[config.mk]
export PLATFORM = sky130hd
export DESIGN_NAME = ihs_ctrl
export DESIGN_NICKNAME = d
export VERILOG_FILES = /design/src/rtl/ihs_pkg.sv /design/src/rtl/ihs_ctrl.sv
export SDC_FILE = /design/constraint.sdc
export NUM_CORES = 1
export LEC_CHECK = 0
export BUFFER_PORTS_ARGS = -buffer_cell sky130_fd_sc_hd__clkbuf_2
export CAP_MARGIN = 10
export CORE_MARGIN = 4
export CORE_UTILIZATION = 50
export CTS_CLUSTER_DIAMETER = 100
export DETAILED_ROUTE_END_ITERATION = 10
export PLACE_DENSITY_LB_ADDON = 0.05
export SLEW_MARGIN = 0
export SYNTH_ARGS = -nofsm -noshare
export SYNTH_HDL_FRONTEND = slang
export SYNTH_SLANG_ARGS = --single-unit
[constraint.sdc]
create_clock -name clk_i -period 2.75 [get_ports clk_i]
set_clock_uncertainty 0.05 [all_clocks]
set_input_delay 0.275 -clock clk_i [delete_from_list [all_inputs] [get_ports clk_i]]
set_output_delay 0.275 -clock clk_i [all_outputs]
set_load 0.01 [all_outputs]
[src/rtl/ihs_pkg.sv]
package ihs_pkg;

  localparam int unsigned ITEM_W     = 10;
  localparam int unsigned ITEM_COUNT = 1024;
  localparam int unsigned SLOT_IN_W  = 11;
  localparam int unsigned KEY_IN_W   = 32;

  typedef enum logic [1:0] {
    FN_KEY   = 2'd0,
    FN_PLACE = 2'd1,
    FN_DOWN  = 2'd2,
    FN_UP    = 2'd3
  } func_e;

  typedef struct packed {
    func_e                        func;
    logic [SLOT_IN_W-1:0]         slot;
    logic [ITEM_W-1:0]            item;
    logic signed [KEY_IN_W-1:0]   key_value;
    logic [SLOT_IN_W-1:0]         count;
  } in_t;

  typedef struct packed {
    logic [SLOT_IN_W-1:0]         final_slot;
    logic [ITEM_W-1:0]            top_item;
    logic signed [KEY_IN_W-1:0]   top_key;
  } out_t;

  typedef enum logic [2:0] {
    SR_CUR,
    SR_CHILD,
    SR_RIGHT,
    SR_PARENT,
    SR_TOP
  } srd_sel_e;

  typedef enum logic [2:0] {
    SWR_NONE,
    SWR_DOWN,
    SWR_UP,
    SWR_MOV,
    SWR_ITEM
  } swr_sel_e;

  typedef struct packed {
    logic     init;
    srd_sel_e srd;
    swr_sel_e swr;
    logic     kwr;
    logic     ld_mov;
    logic     ld_mk;
    logic     ld_a;
    logic     ld_ka;
    logic     ld_b;
    logic     adv_down;
    logic     adv_up;
    logic     set_fin;
    logic     ld_top;
    logic     ld_topk;
    logic     ld_out;
  } cmd_t;

  typedef struct packed {
    func_e func;
    logic  slot_ok;
    logic  child_gt_n;
    logic  stop_down;
    logic  parent_zero;
    logic  stop_up;
  } sts_t;

endpackage

[src/rtl/ihs_ctrl.sv]
module ihs_ctrl (
  input  logic          clk_i,
  input  logic          rst_ni,
  input  logic          in_valid_i,
  output logic          in_ready_o,
  output logic          out_valid_o,
  input  logic          out_ready_i,
  input  ihs_pkg::sts_t sts_i,
  output ihs_pkg::cmd_t cmd_o
);
  import ihs_pkg::*;

  typedef enum logic [4:0] {
    ST_IDLE, ST_DISP, ST_KW, ST_PL, ST_LD0, ST_LD1, ST_LD2,
    ST_DCHK, ST_DL1, ST_DL2, ST_DL3, ST_UCHK, ST_UP1, ST_UP2,
    ST_PUT, ST_TOP0, ST_TOP1, ST_TOP2, ST_OUT
  } state_e;

  state_e state_q;
  logic   out_valid_q;

  assign in_ready_o  = state_q == ST_IDLE;
  assign out_valid_o = out_valid_q;

  always_comb begin
    cmd_o      = '0;
    cmd_o.srd  = SR_TOP;
    cmd_o.swr  = SWR_NONE;
    case (state_q)
      ST_IDLE: cmd_o.init = in_valid_i;
      ST_KW:   cmd_o.kwr  = 1'b1;
      ST_PL: begin
        cmd_o.swr     = SWR_ITEM;
        cmd_o.set_fin = 1'b1;
      end
      ST_LD0:  cmd_o.srd    = SR_CUR;
      ST_LD1:  cmd_o.ld_mov = 1'b1;
      ST_LD2:  cmd_o.ld_mk  = 1'b1;
      ST_DCHK: cmd_o.srd    = SR_CHILD;
      ST_DL1: begin
        cmd_o.ld_a = 1'b1;
        cmd_o.srd  = SR_RIGHT;
      end
      ST_DL2: begin
        cmd_o.ld_ka = 1'b1;
        cmd_o.ld_b  = 1'b1;
      end
      ST_DL3: begin
        if (!sts_i.stop_down) begin
          cmd_o.swr      = SWR_DOWN;
          cmd_o.adv_down = 1'b1;
        end
      end
      ST_UCHK: cmd_o.srd  = SR_PARENT;
      ST_UP1:  cmd_o.ld_a = 1'b1;
      ST_UP2: begin
        if (!sts_i.stop_up) begin
          cmd_o.swr    = SWR_UP;
          cmd_o.adv_up = 1'b1;
        end
      end
      ST_PUT: begin
        cmd_o.swr     = SWR_MOV;
        cmd_o.set_fin = 1'b1;
      end
      ST_TOP1: cmd_o.ld_top  = 1'b1;
      ST_TOP2: cmd_o.ld_topk = 1'b1;
      ST_OUT:  cmd_o.ld_out  = !out_valid_q || out_ready_i;
      default: ;
    endcase
  end

  always_ff @(posedge clk_i or negedge rst_ni) begin
    if (!rst_ni) begin
      state_q     <= ST_IDLE;
      out_valid_q <= 1'b0;
    end else begin
      if (state_q == ST_OUT && (!out_valid_q || out_ready_i)) begin
        out_valid_q <= 1'b1;
      end else if (out_ready_i) begin
        out_valid_q <= 1'b0;
      end
      case (state_q)
        ST_IDLE: if (in_valid_i) state_q <= ST_DISP;
        ST_DISP: begin
          if (sts_i.func == FN_KEY)  state_q <= ST_KW;
          else if (!sts_i.slot_ok)   state_q <= ST_TOP0;
          else if (sts_i.func == FN_PLACE) state_q <= ST_PL;
          else                       state_q <= ST_LD0;
        end
        ST_KW:   state_q <= ST_TOP0;
        ST_PL:   state_q <= ST_TOP0;
        ST_LD0:  state_q <= ST_LD1;
        ST_LD1:  state_q <= ST_LD2;
        ST_LD2:  state_q <= (sts_i.func == FN_DOWN) ? ST_DCHK : ST_UCHK;
        ST_DCHK: state_q <= sts_i.child_gt_n ? ST_PUT : ST_DL1;
        ST_DL1:  state_q <= ST_DL2;
        ST_DL2:  state_q <= ST_DL3;
        ST_DL3:  state_q <= sts_i.stop_down ? ST_PUT : ST_DCHK;
        ST_UCHK: state_q <= sts_i.parent_zero ? ST_PUT : ST_UP1;
        ST_UP1:  state_q <= ST_UP2;
        ST_UP2:  state_q <= sts_i.stop_up ? ST_PUT : ST_UCHK;
        ST_PUT:  state_q <= ST_TOP0;
        ST_TOP0: state_q <= ST_TOP1;
        ST_TOP1: state_q <= ST_TOP2;
        ST_TOP2: state_q <= ST_OUT;
        ST_OUT: begin
          if (!out_valid_q || out_ready_i) begin
            state_q <= ST_IDLE;
          end
        end
        default: state_q <= ST_IDLE;
      endcase
    end
  end

endmodule

==> results of run 1 <==
==> power groups by stage <==
stage	combinational [mW]	clock [mW]	sequential, mW
floorplan	0.636	0	0.155
global route	0.709	0.0922	0.336
finish	0.631	0.0792	0.315
global placement	0.625	0	0.310
detailed placement	0.629	0	0.309
CTS	0.634	0.0832	0.308
==> layer usage <==
metal	up-vias	global-route usage, %	wire length, microns
met1	390	27.4	883
li1	432	-	-
met4	0	4.55	0
met5	-	0	0
met2	32	32.7	950
met3	0	6.25	134
==> registers in the layout, indices dropped and copies added (netlist names) <==
register,flops
state_q,5
out_valid_o,1
==> final cells by class <==
cell class	instances	area (sq um)	area share (%)
Tap cell	15	18.8	2.14
Clock buffer	3	22.5	2.57
Timing Repair Buffer	32	165	18.8
Inverter	3	11.3	1.28
Multi-Input combinational cell	83	509	58.1
Sequential cell	6	150	17.1
==> what timing repair did <==
action / 4_1_cts / 5_1_grt
gates resized for setup: 0 / 0
endpoints found under the setup margin: 0 / 0
endpoints found under the hold margin: 6 / 0
hold buffers: 1 / 0
buffers inserted: 0 / 0
==> cells by family (layout without fill, tap and decap cells) <==
kind of cell | after synthesis | count (layout) | synth area share (%)
simple gates | 52 | 52 | 40.9
compound gates | 29 | 29 | 26.0
buf+inv | 15 | 38 | 9.76
flops | 6 | 6 | 20.5
mux | 2 | 2 | 2.74
==> synth_stat cells, types with 3 or more instances <==
cell	instances	area, sq um
nor2b_1	3	18.8
nand3b_1	3	22.5
a21oi_1	12	60.1
clkbuf_1	4	15.0
nand2_1	3	11.3
nand2b_1	9	56.3
buf_2	6	30.0
dfrtp_1	6	150
and3_1	5	31.3
nor2_1	6	22.5
nor3_1	11	55.1
==> worst reg2reg max path, delay by kind of cell (launching register included) <==
| kind | cells | cell delay [ns] |
|---|---|---|
| AOI/OAI and AO/OA | 2 | 0.27 |
| DFF | 1 | 0.73 |
| and+or+nand+nor | 2 | 0.63 |
==> worst paths after layout <==
check	start	end	cells after the start
max reg2reg	state_q[1]	state_q[2]	4
min	sts_i[1]	state_q[1]	3
max	state_q[3]	cmd_o[0]	3
min in group asynchronous	rst_ni	out_valid_o	2
max in group asynchronous	rst_ni	state_q[0]	2
min reg2reg	out_valid_o	out_valid_o	2
==> through the flow <==
| stage | instances | utilization, % | area (sq um) | total power [mW] |
|---|---|---|---|---|
| 2_1_floorplan | 104 | - | 731 | 0.791 |
| 3_3_place_gp | 138 | 63.3 | 845 | 0.935 |
| 3_5_place_dp | 138 | 63.3 | 845 | 0.939 |
| 4_1_cts | 142 | 65.8 | 877 | 1.03 |
| 5_1_grt | 142 | 65.8 | 877 | 1.14 |
| 6_report | 142 | 65.8 | 877 | 1.03 |
==> flow_results.org, run 1 <==
** Run status
- Run status :: completed

** Routing
- In the final routed layout, each cell accounts on average for 13.9 microns.
- Total via count after detailed routing :: 854
- Initial detailed-routing violation count :: 14
- The detail route stage leaves a number of antenna-violating nets equal to 0.
- Count of unresolved DRC violations after routing :: 0
- The first detailed-routing pass took 4 iterations.
- Wires add up to 1970 microns.
- Vias/cell :: 6.01

** Clock network
- The clock reaches the later pin of the worst-skew pair after 0.24 ns.
- TritonCTS built the clock tree.
- Maximum root-to-sink buffer count :: 2
- Clock-pin slew was measured on the worst setup and hold paths at 0.05 ns.
- Counting every sink on the clock net gives 6.
- Maximum level of the CTS H-tree :: 1
- Counting the buffers created by CTS gives 3.
- Clock tree synthesis selected as its root buffer the cell clkbuf_4.

** Critical path
- Ordered cell list for the critical path :: or3b_1, nor3b_1, clkbuf_2
- Broken down by cell family, the worst path's largest delay share belongs to simple AND/OR/NAND/NOR gates.
- Crit path required time :: 2.42 ns
- By startpoint and endpoint, the worst setup path is classified as reg -> out.
- Crit start category :: register
- The number of buffers and inverters on the critical path is 1.
- Master of the slowest instance on the critical path :: dfrtp_1
- Of all nets on the critical path, the largest fanout is 25.
- On the worst path, the slowest cell contributes a delay of 0.63 ns.
- STA classifies the critical path endpoint as an output pin.
- Worst reg2reg setup slack :: 0.97 ns
- Data on the critical path arrives at its endpoint at 1.85 ns.

** Die
- Starting density of the core :: 54.8%
- Die outline area :: 2140 sq um
- 32 I/O pins were placed.
- The core region is 1330 sq um.
- Standard-cell row count :: 13
- From left edge to right edge, the die measures 46.2 microns.
- Die outline height :: 46.2 microns

** Timing
- Setup total negative slack on the finished layout was measured at 0 ns.
- The final critical path takes up 79.0% of the cycle.
- The final count of hold timing violations came to 0.
- Final setup slack of the worst path :: 0.578 ns
- Derived from the worst setup path, the maximum achievable clock frequency is 460 MHz.
- Across all hold checks on the routed design, the worst slack comes to 0.287 ns.
- Headroom to the max-slew limit came out at 53.2%.
- For the pin with the worst max-slew slack, the measured transition is 0.702 ns.
- Shortest period the worst path allows :: 2.17 ns
- Final-report max-slew violation count :: 0
- Unrepaired setup endpoints after global routing :: false
- Setup violations remaining at the end of the flow were counted as 0.

** Final layout
- Counting the fill cells in the layout gives 140.
- Commonest non-fill, non-tap cell in the layout :: clkbuf_2
- In the layout the commonest cells are 31 x clkbuf_2, 12 x a21oi_1, 11 x nor3_1.
- Relative to the synthesized area, the layout overhead comes to 20.0%.
- Final antenna diode count :: 0
- Share of layout cells above drive strength 1 :: 28.3%
- Nets@finish :: 140

** Logic synthesis
- Most instantiated flip-flop cell in the synthesis netlist :: dfrtp_1
- The Yosys step of the flow raised 0 warnings.
- After synthesis, the mean cell area works out to 7.03 sq um.
- Counting flops with an async set or reset pin after synthesis yields a share of 100%.
- Number of synthesized flops with an enable pin :: 0
- Synth unique cells :: 36
- Cell area after synthesis :: 731 sq um
- Post-Syn Instances :: 104
- The number of nets handed over by synthesis was 115.
- In this run, synthesis produced a sequential element count of 6.
- Summing the sequential cell areas from Yosys gives 20.5% of the chip area.

** Place
- Before CTS, the worst setup slack after placement is 0.853 ns.
- Routability-driven placement finished with a final weighted congestion of 0.841.
- During placement, the flow inserted port buffers numbering 31.
- The wire-length estimate of the detail-placed layout is 1390 microns.

** Run
- Max-cap violations in this run came to 0.

** Pwr
- Leakage dissipation :: 0.401 nW
- Cell Int Power :: 0.470 mW
- Share of total power in sequential cells :: 30.7%
- Combinational logic burns 61.6% of the power.
- Power spread over the standard cell area amounts to 1170 nW/um^2.
- Net switching is 54.1% of the power.
- Switching component of the power :: 0.555 mW
- VDD sags by at most 0.763 mV.
- In this run, the clock network consumes 7.7% of the power.

** GRT
- The first global-routing pass estimated 3310 microns of wire.
- Global routing consumed, over all layers together, 20.7% of the routing resources.
- Number of global-route vias before repair :: 767
- Entering global routing, the biggest net connects 26 pins.
- Global routing finished with a remaining overflow of 0.
- Antenna violations before repair :: 0

** Worst hold path
- Path type of the worst min-delay path :: in -> reg
(Power assumes the default switching activity.)
==> run 2, diff against run 1 <==
--- a/config.mk
+++ b/config.mk
@@ -5,10 +5,11 @@
 export SDC_FILE = /design/constraint.sdc
 export NUM_CORES = 1
 export LEC_CHECK = 0
+export ABC_AREA = 1
 export BUFFER_PORTS_ARGS = -buffer_cell sky130_fd_sc_hd__clkbuf_2
 export CAP_MARGIN = 10
 export CORE_MARGIN = 4
-export CORE_UTILIZATION = 50
+export CORE_UTILIZATION = 45
 export CTS_CLUSTER_DIAMETER = 100
 export DETAILED_ROUTE_END_ITERATION = 10
 export PLACE_DENSITY_LB_ADDON = 0.05
==> constraint.sdc (replaced) <==
create_clock -name clk_i -period 2.05 [get_ports clk_i]
set_clock_uncertainty 0.05 [all_clocks]
set_input_delay 0.205 -clock clk_i [delete_from_list [all_inputs] [get_ports clk_i]]
set_output_delay 0.205 -clock clk_i [all_outputs]
set_load 0.01 [all_outputs]
==> run 2 against run 1 <==
  * Cell count increased by 23%
  * Critical path type unchanged
  * Sequential share of layout area fell by 0.17 points
  * Hold slack worse by 0.18 ns
==> flow_results.org, run 2 <==
** Timing
- Total negative slack for setup checks :: 0 ns (unchanged)
- Setup repair after global routing left no endpoint under its margin.
- Number of setup violations in the final report :: 0 (unchanged)
- The count of pins over their slew limit was 0 (unchanged).
- Timing would allow up to 564 MHz.
- The final count of hold timing violations was 0 (unchanged).
- Shortest period the worst path allows :: 1.77 ns
- Worst-Margin Slew :: 0.377 ns (-0.325 ns)
- The headroom to the max-slew limit was 74.8% (+22 points).
- Period utilization :: 86.5%

** Critical path
- Max Fanout on Critical Path :: 7 (-72%)
- By startpoint and endpoint, the worst setup path is classified as reg -> out.
- Master of the slowest instance on the critical path :: dfrtp_1
- The worst setup path is captured at an output pin.
- Worst EP arrival :: 1.52 ns (-0.33 ns)
- The worst setup path is launched from a register.
- The number of buffers and inverters on the critical path was 2 (+1).
- On the critical path the largest part of the delay comes from flip-flops.
- The critical path goes through nand2_1, nor2_2, inv_1, a21oi_1, nor3_1, clkbuf_2.
- Slowest Stage Delay on Critical Path :: 0.46 ns (-0.17 ns)
- Crit path required time :: 1.79 ns (-0.63 ns)

** Routing
- The sum of routed wire length over all layers is 1940 microns (-1.5%).
- The routed length per placed instance is 11.1 microns (-20%).
- Count of unresolved DRC violations after routing :: 0 (unchanged)
- The ratio of routed vias to standard cells was 5.26 (-13%).
- Initial detailed-routing violation count :: 52 (+38)
- Antenna violation net count after detailed routing :: 0 (unchanged)
- The total iterations of the first detailed-routing run came to 5 (+1).
- The number of vias in the routed layout is 915 (+7.1%).

** Worst hold path
- The min-delay analysis places its worst path in the category in -> reg.

** Clock network
- Hold buffers post-CTS :: 1 (unchanged)
- The maximum root-to-sink buffer count is 2 (unchanged).
- The count of clock tree sinks came to 6 (unchanged).
- The post-cts sizing count came to 0 (unchanged).
- Clock transition at the register clock pins on the worst setup and hold paths after CTS :: 0.04 ns (about the same)
- Setup Fix Bufs, Post-CTS :: 0 (unchanged)
- Clock Tree Root :: clkbuf_4
- The number of clock buffers inserted by TritonCTS is 3 (unchanged).
- Clock latency on the worst-skew pair :: 0.24 ns (about the same)
- TritonCTS built the clock tree.
- The depth of the CTS H-tree is 1 (unchanged).

** Logic synthesis
- By area the synthesized netlist is led by dfrtp_1 22%, nand2_1 14%, nand3_1 13%.
- Syn Area/Cell :: 5.50 sq um (-22%)
- The total of flip-flops plus latches after synthesis was 6 (unchanged).
- Fraction of post-synthesis cell area in the top cell type by area :: 21.9% (+1.3 points)
- Post-synth top area cell :: dfrtp_1
- Total nets after synthesis :: 136 (+18%)
- Most frequent cells after synthesis :: 26 x nand2_1, 24 x inv_1, 21 x nor2_1, 18 x nand3_1, 7 x o21ai_0
- In the post-synthesis netlist, the cell with the most instances is nand2_1.
- The share of synthesized flip-flops with an asynchronous set or reset was 100% (unchanged).
- The number of cells produced by synthesis was 125 (+20%).
- Number of synthesized flops with an enable pin :: 0 (unchanged)
- Seq/Total Area, Yosys :: 21.9% (+1.3 points)
- The mapped cell area came to 687 sq um (-6.0%).
- In the synthesized netlist the dominant register cell turns out to be dfrtp_1.
- Synth unique cells :: 18 (-50%)
- Yosys warning total :: 0 (unchanged)

** Die
- Die outline area :: 2220 sq um (+3.7%)
- Ports :: 32 (unchanged)
- The initial cell density of the core is 50.3% (-4.5 points).
- The die height was 47.1 microns (+1.8%).
- The site row count was 13 (unchanged).
- The die extent in x came to 47.1 microns (+1.8%).
- Core Box Area :: 1370 sq um (+2.4%)

** Final layout
- The library cell used most frequently in the layout, excluding fill and tap cells, is clkbuf_2.
- Layout fillers :: 147 (+5.0%)
- The multi-input logic area came to 424 sq um (-17%).
- Area Growth Syn to Fin :: 29.0%
- In the layout the commonest cells are 31 x clkbuf_2, 26 x nand2_1, 24 x inv_1.
- The number of inserted diodes came to 0 (unchanged).
- The number of flip-flops in the largest register was 5 (unchanged).
- Nets@finish :: 172 (+23%)
- The register area came to 150 sq um (unchanged).
- Share of layout cells above drive strength 1 :: 30.2% (+1.8 points)
- The post-layout instance area was 886 sq um (+1.0%).
- Counting flops per register, the top entry is state_q.

** Run status
- Run status :: completed

** GRT
- The global router's overall resource usage came to 19.7% (-1.0 points).
- Aggregate global routing overflow :: 0 (unchanged)
- The first-pass GRT wire length came to 3200 microns (-3.4%).
- Number of global-route vias before repair :: 801 (+4.4%)
- Pin count of the biggest net entering global routing :: 10 (-62%)
- The initial antenna violation count is 0 (unchanged).

** Run
- The max-cap violation count came to 0 (unchanged).

** Place
- The final estimated routing congestion in global placement came to 0.889 (+5.7%).
- Number of buffers inserted by port buffering :: 31 (unchanged)
- The estimated wirelength of the detail-placed design came to 1620 microns (+16%).
- Placed Instance Area :: 853 sq um (+1.0%)

** Pwr
- Ratio of total power to cell area :: 1410 nW/um^2 (+21%)
- Leakage dissipation :: 0.604 nW (+51%)
- Worst vdd rail ir drop :: 0.665 mV (-13%)
run 2: cell families (layout without fill, tap and decap cells):
group	count (synthesis)	count (layout)	share of synthesized area, %
buffers and inverters	29	63	16.4
AOI/OAI and AO/OA	13	13	11.1
DFF	6	6	21.9
and+or+nand+nor	77	77	50.6
run 2: cell type report:
class                      count  area share [%]
inverter                      28            11.9
sequential                     6            16.9
timing repair buffer          32            18.6
clock buffer                   3            2.54
multi-input combinational     90            47.9
tap                           15            2.12
run 2: layer usage:
layer / wire length [microns] / vias up / global-route usage (%)
li1: - / 460 / -
met1: 837 / 399 / 26.6
met2: 893 / 52 / 32.2
met3: 194 / 4 / 4.98
met4: 14 / 0 / 2.76
met5: 0 / - / 0
run 2: report_power, final:
group | total [mW] | internal [mW] | switching, mW
logic | 0.894 | 0.302 | 0.592
registers | 0.249 | 0.173 | 0.0760
clock network | 0.108 | 0.0661 | 0.0416
run 2: worst register-to-register path, cell delays in order, from the launching register on:
cell	delay, ns
dfrtp_1	0.48
nor2_2	0.28
nand2_1	0.20
nand3_2	0.15
nor2_1	0.07
a21oi_2	0.12
run 2: worst paths after layout:
check	slack, ns	end	start	cells past startpoint
min in group asynchronous	0.27	state_q[1]	rst_ni	2
setup reg to reg	0.63	state_q[0]	state_q[4]	5
hold / removal	0.11	out_valid_o	out_ready_i	2
hold reg to reg	0.51	out_valid_o	out_valid_o	2
setup / recovery	0.28	cmd_o[17]	state_q[0]	6
max in group asynchronous	1.53	state_q[3]	rst_ni	2
run 2: metrics by stage:
step,hold slack [ns],setup WS [ns],instances,power [mW],utilization (%)
6_report,0.109,0.276,174,1.25,64.8
3_5_place_dp,-0.0106,0.552,170,1.13,62.5
2_1_floorplan,-0.141,0.659,125,0.873,-
4_1_cts,0.108,0.294,174,1.24,64.8
3_3_place_gp,-0.0105,0.582,170,1.12,62.5
5_1_grt,0.147,0.156,174,1.37,64.8
==> run 3, diff against run 2 <==
--- a/config.mk
+++ b/config.mk
@@ -5,11 +5,11 @@
 export SDC_FILE = /design/constraint.sdc
 export NUM_CORES = 1
 export LEC_CHECK = 0
-export ABC_AREA = 1
+export ABC_AREA = 0
 export BUFFER_PORTS_ARGS = -buffer_cell sky130_fd_sc_hd__clkbuf_2
 export CAP_MARGIN = 10
 export CORE_MARGIN = 4
-export CORE_UTILIZATION = 45
+export CORE_UTILIZATION = 46
 export CTS_CLUSTER_DIAMETER = 100
 export DETAILED_ROUTE_END_ITERATION = 10
 export PLACE_DENSITY_LB_ADDON = 0.05
==> run 3 against run 2 <==
  * Largest cell class unchanged
  * Fmax down 5.6%
  * Cell count down 15%
  * Global-route usage up 1.9 points
  * First-iteration DRC count down 69%
  * Combinational power up 15%
  * Via count down 1.6%
  * Clock power up 6%
  * Core utilization down 3.6 points
  * Power up 18%
  * Hold slack better by 0.11 ns
  * Critical path type unchanged
==> flow_results.org, run 3 (synthesis gave the netlist of run 1 again) <==
** Run status
- The flow ran to the end, and the final reports show no timing, DRC or antenna violations.

** Routing
- The total iterations of the first detailed-routing run is 4 (-1).
- The routed length on met2 was 1090 microns (+22%).
- Antenna violation net count after detailed routing :: 0 (unchanged)
- Vias/cell :: 6.08 (+16%)
- Top layer in use :: met4
- The wire length on met3 was 149 microns (-23%).
- The number of DRC markers after the initial detailed-route iteration came to 16 (-69%).
- The wire length on met1 was 891 microns (+6.5%).
- The post-route DRC violation count came to 0 (unchanged).
- The sum of routed wire length over all layers is 2200 microns (+13%).
- Post-detailed-route wirelength per cell :: 14.8 microns (+33%)
- The number of vias in the routed layout was 900 (-1.6%).

** Die
- The initial cell density of the core is 48.5% (-1.8 points).
- Ports :: 32 (unchanged)
- The die footprint is 2290 sq um (+3.4%).
- The die height came to 47.9 microns (+1.7%).
- Die width :: 47.9 microns (+1.7%)
- Standard-cell row count :: 14 (+1)
- The placeable core region is 1510 sq um (+10%).

** Pwr
- Worst vdd rail ir drop :: 0.735 mV (+11%)
- Final total power :: 1.47 mW (+18%)
- Cell Int Power :: 0.697 mW (+29%)
- The switching power as a share of total power was 52.7% (-4.0 points).
- The relative contribution of the clock network to total power is 7.7% (-0.9 points).
- Ratio of total power to cell area :: 1600 nW/um^2 (+13%)
- Leakage dissipation :: 0.428 nW (-29%)
- The logic gate share of total power is 70.2% (-1.3 points).
- Share of total power in sequential cells :: 22.1% (+2.2 points)
- Switching component of the power :: 0.776 mW (+9.5%)

** Place
- The number of buffers inserted by port buffering is 31 (unchanged).
- DP Cell Count :: 144 (-15%)
- The final estimated routing congestion in global placement was 0.857 (-3.6%).
- Detailed placement HPWL :: 1590 microns (-1.3%)

** Run
- The max-cap violation count came to 0 (unchanged).

** Timing
- The final period demand of the worst path was 1.88 ns (+0.106 ns).
- The final worst-path cycle share is 91.7% (+5.1 points).
- The count of pins over their slew limit came to 0 (unchanged).
- The top achievable clock speed came to 532 MHz (-5.6%).
- Final hold violation count :: 0 (unchanged)
- The slew at the pin closest to its max-slew limit came to 0.411 ns (+0.0343 ns).
- Remaining max-slew budget at the tightest pin :: 72.6% (-2.3 points)
- Number of setup violations in the final report :: 0 (unchanged)

** Clock network
- Clock latency on the worst-skew pair :: 0.25 ns (about the same)
- CTS Sinks :: 6 (unchanged)
- Setup Fix Bufs, Post-CTS :: 0 (unchanged)
- Maximum root-to-sink buffer count :: 2 (unchanged)
- CTS tree :: yes
- Clock transition at the register clock pins on the worst setup and hold paths after CTS :: 0.05 ns (about the same)
- Maximum level of the CTS H-tree :: 1 (unchanged)
- The root buffer cell chosen for the clock tree is clkbuf_4.
- The number of clock buffers inserted by TritonCTS is 3 (unchanged).

** Critical path
- The worst stage delay on the critical path is 0.48 ns (+0.02 ns).
- The worst-path maximum fanout is 16 (+9).
- Worst setup startpoint :: state_q[3]
- The critical path is of the reg -> out type.
- Master of the slowest instance on the critical path :: dfrtp_1
- Traced cell by cell, the critical path runs through buf_4, nor3_1, and3_1, clkbuf_2.
- In this run the critical register-to-register path is launched from state_q[1].
- The worst path required time came to 1.79 ns (about the same).
- STA classifies the critical path startpoint as a register.
- Worst setup EP type :: output pin
- Worst EP arrival :: 1.62 ns (+0.10 ns)

** Final layout
- Area Growth Syn to Fin :: 26.2%
- Ranked by flip-flop count, first place goes to state_q.
- Final antenna diode count :: 0 (unchanged)
- Layout fillers :: 150 (+2.0%)
- The number of flip-flops in the largest register came to 5 (unchanged).
- Most frequent cells in the layout :: 31 x clkbuf_2, 12 x a21oi_1, 11 x nor3_1
- Count of non-filler cells in the finished layout :: 148 (-15%)
- Commonest non-fill, non-tap cell in the layout :: clkbuf_2
- Share of layout cells above drive strength 1 :: 33.3% (+3.1 points)
- Nets@finish :: 145 (-16%)

** GRT
- Aggregate global routing overflow :: 0 (unchanged)
- The initial antenna violation count was 0 (unchanged).
- The first-pass GRT wire length is 3370 microns (+5.2%).
- Number of global-route vias before repair :: 781 (-2.5%)
- The global router's overall resource usage was 21.6% (+1.9 points).
- The maximum number of pins on one net before global-route repair is 19 (+9).

** Worst hold path
- Path type of the worst min-delay path :: in -> reg
- Min-Delay Startpoint :: sts_i[4]
-- run 3: final cells by class --
cell class,count,area (sq um),share of cell area (%)
Inverter,3,11.3,1.22
Sequential cell,6,151,16.4
Clock buffer,3,22.5,2.44
Tap cell,16,20.0,2.17
Timing Repair Buffer,37,203,22.0
Multi-Input combinational cell,83,514,55.8
-- run 3: repair_timing --
item,4_1_cts,5_1_grt
setup endpoints to repair,0,5
hold buffers,1,0
hold endpoints to repair,6,0
gates resized for setup,0,3
-- run 3: worst max-delay path: cells and delay by family (launching register included) --
family | cells | cell delay (ns)
flip-flops | 1 | 0.48
AND/OR/NAND/NOR | 2 | 0.52
buffers and inverters | 2 | 0.37
-- run 3: stage by stage --
stage	hold slack [ns]	setup TNS, ns	area (sq um)	setup WS (ns)	utilization (%)
2_1_floorplan	-0.141	0	731	0.499	-
3_3_place_gp	-0.0166	0	883	0.390	58.6
3_5_place_dp	-0.0115	0	883	0.296	58.6
4_1_cts	0.211	0	916	0.110	60.8
5_1_grt	0.212	-0.00425	922	-0.00425	61.2
6_report	0.218	0	922	0.171	61.2
-- run 3: power by group through the flow --
stage	logic (mW)	clock network [mW]	registers (mW)
2_1_floorplan	0.853	0	0.208
3_3_place_gp	1.02	0	0.319
3_5_place_dp	1.02	0	0.318
4_1_cts	1.03	0.117	0.317
5_1_grt	1.15	0.126	0.340
6_report	1.03	0.114	0.326
-- run 3: metal layers --
| layer | vias to the layer above | GRT usage (%) |
|---|---|---|
| met1 | 416 | 25.8 |
| met2 | 40 | 33.0 |
| li1 | 437 | - |
| met5 | - | 0 |
| met3 | 7 | 5.26 |
| met4 | 0 | 16.1 |
-- run 3: path summary, 6_finish.rpt --
path	end	slack, ns	cells after the start
worst max-delay path	cmd_o[14]	0.17	4
worst min-delay path	state_q[3]	0.22	2
worst max register to register	state_q[0]	0.28	5
worst min register to register	out_valid_o	0.54	2
max in group asynchronous	state_q[0]	1.48	2
min in group asynchronous	state_q[3]	0.31	2
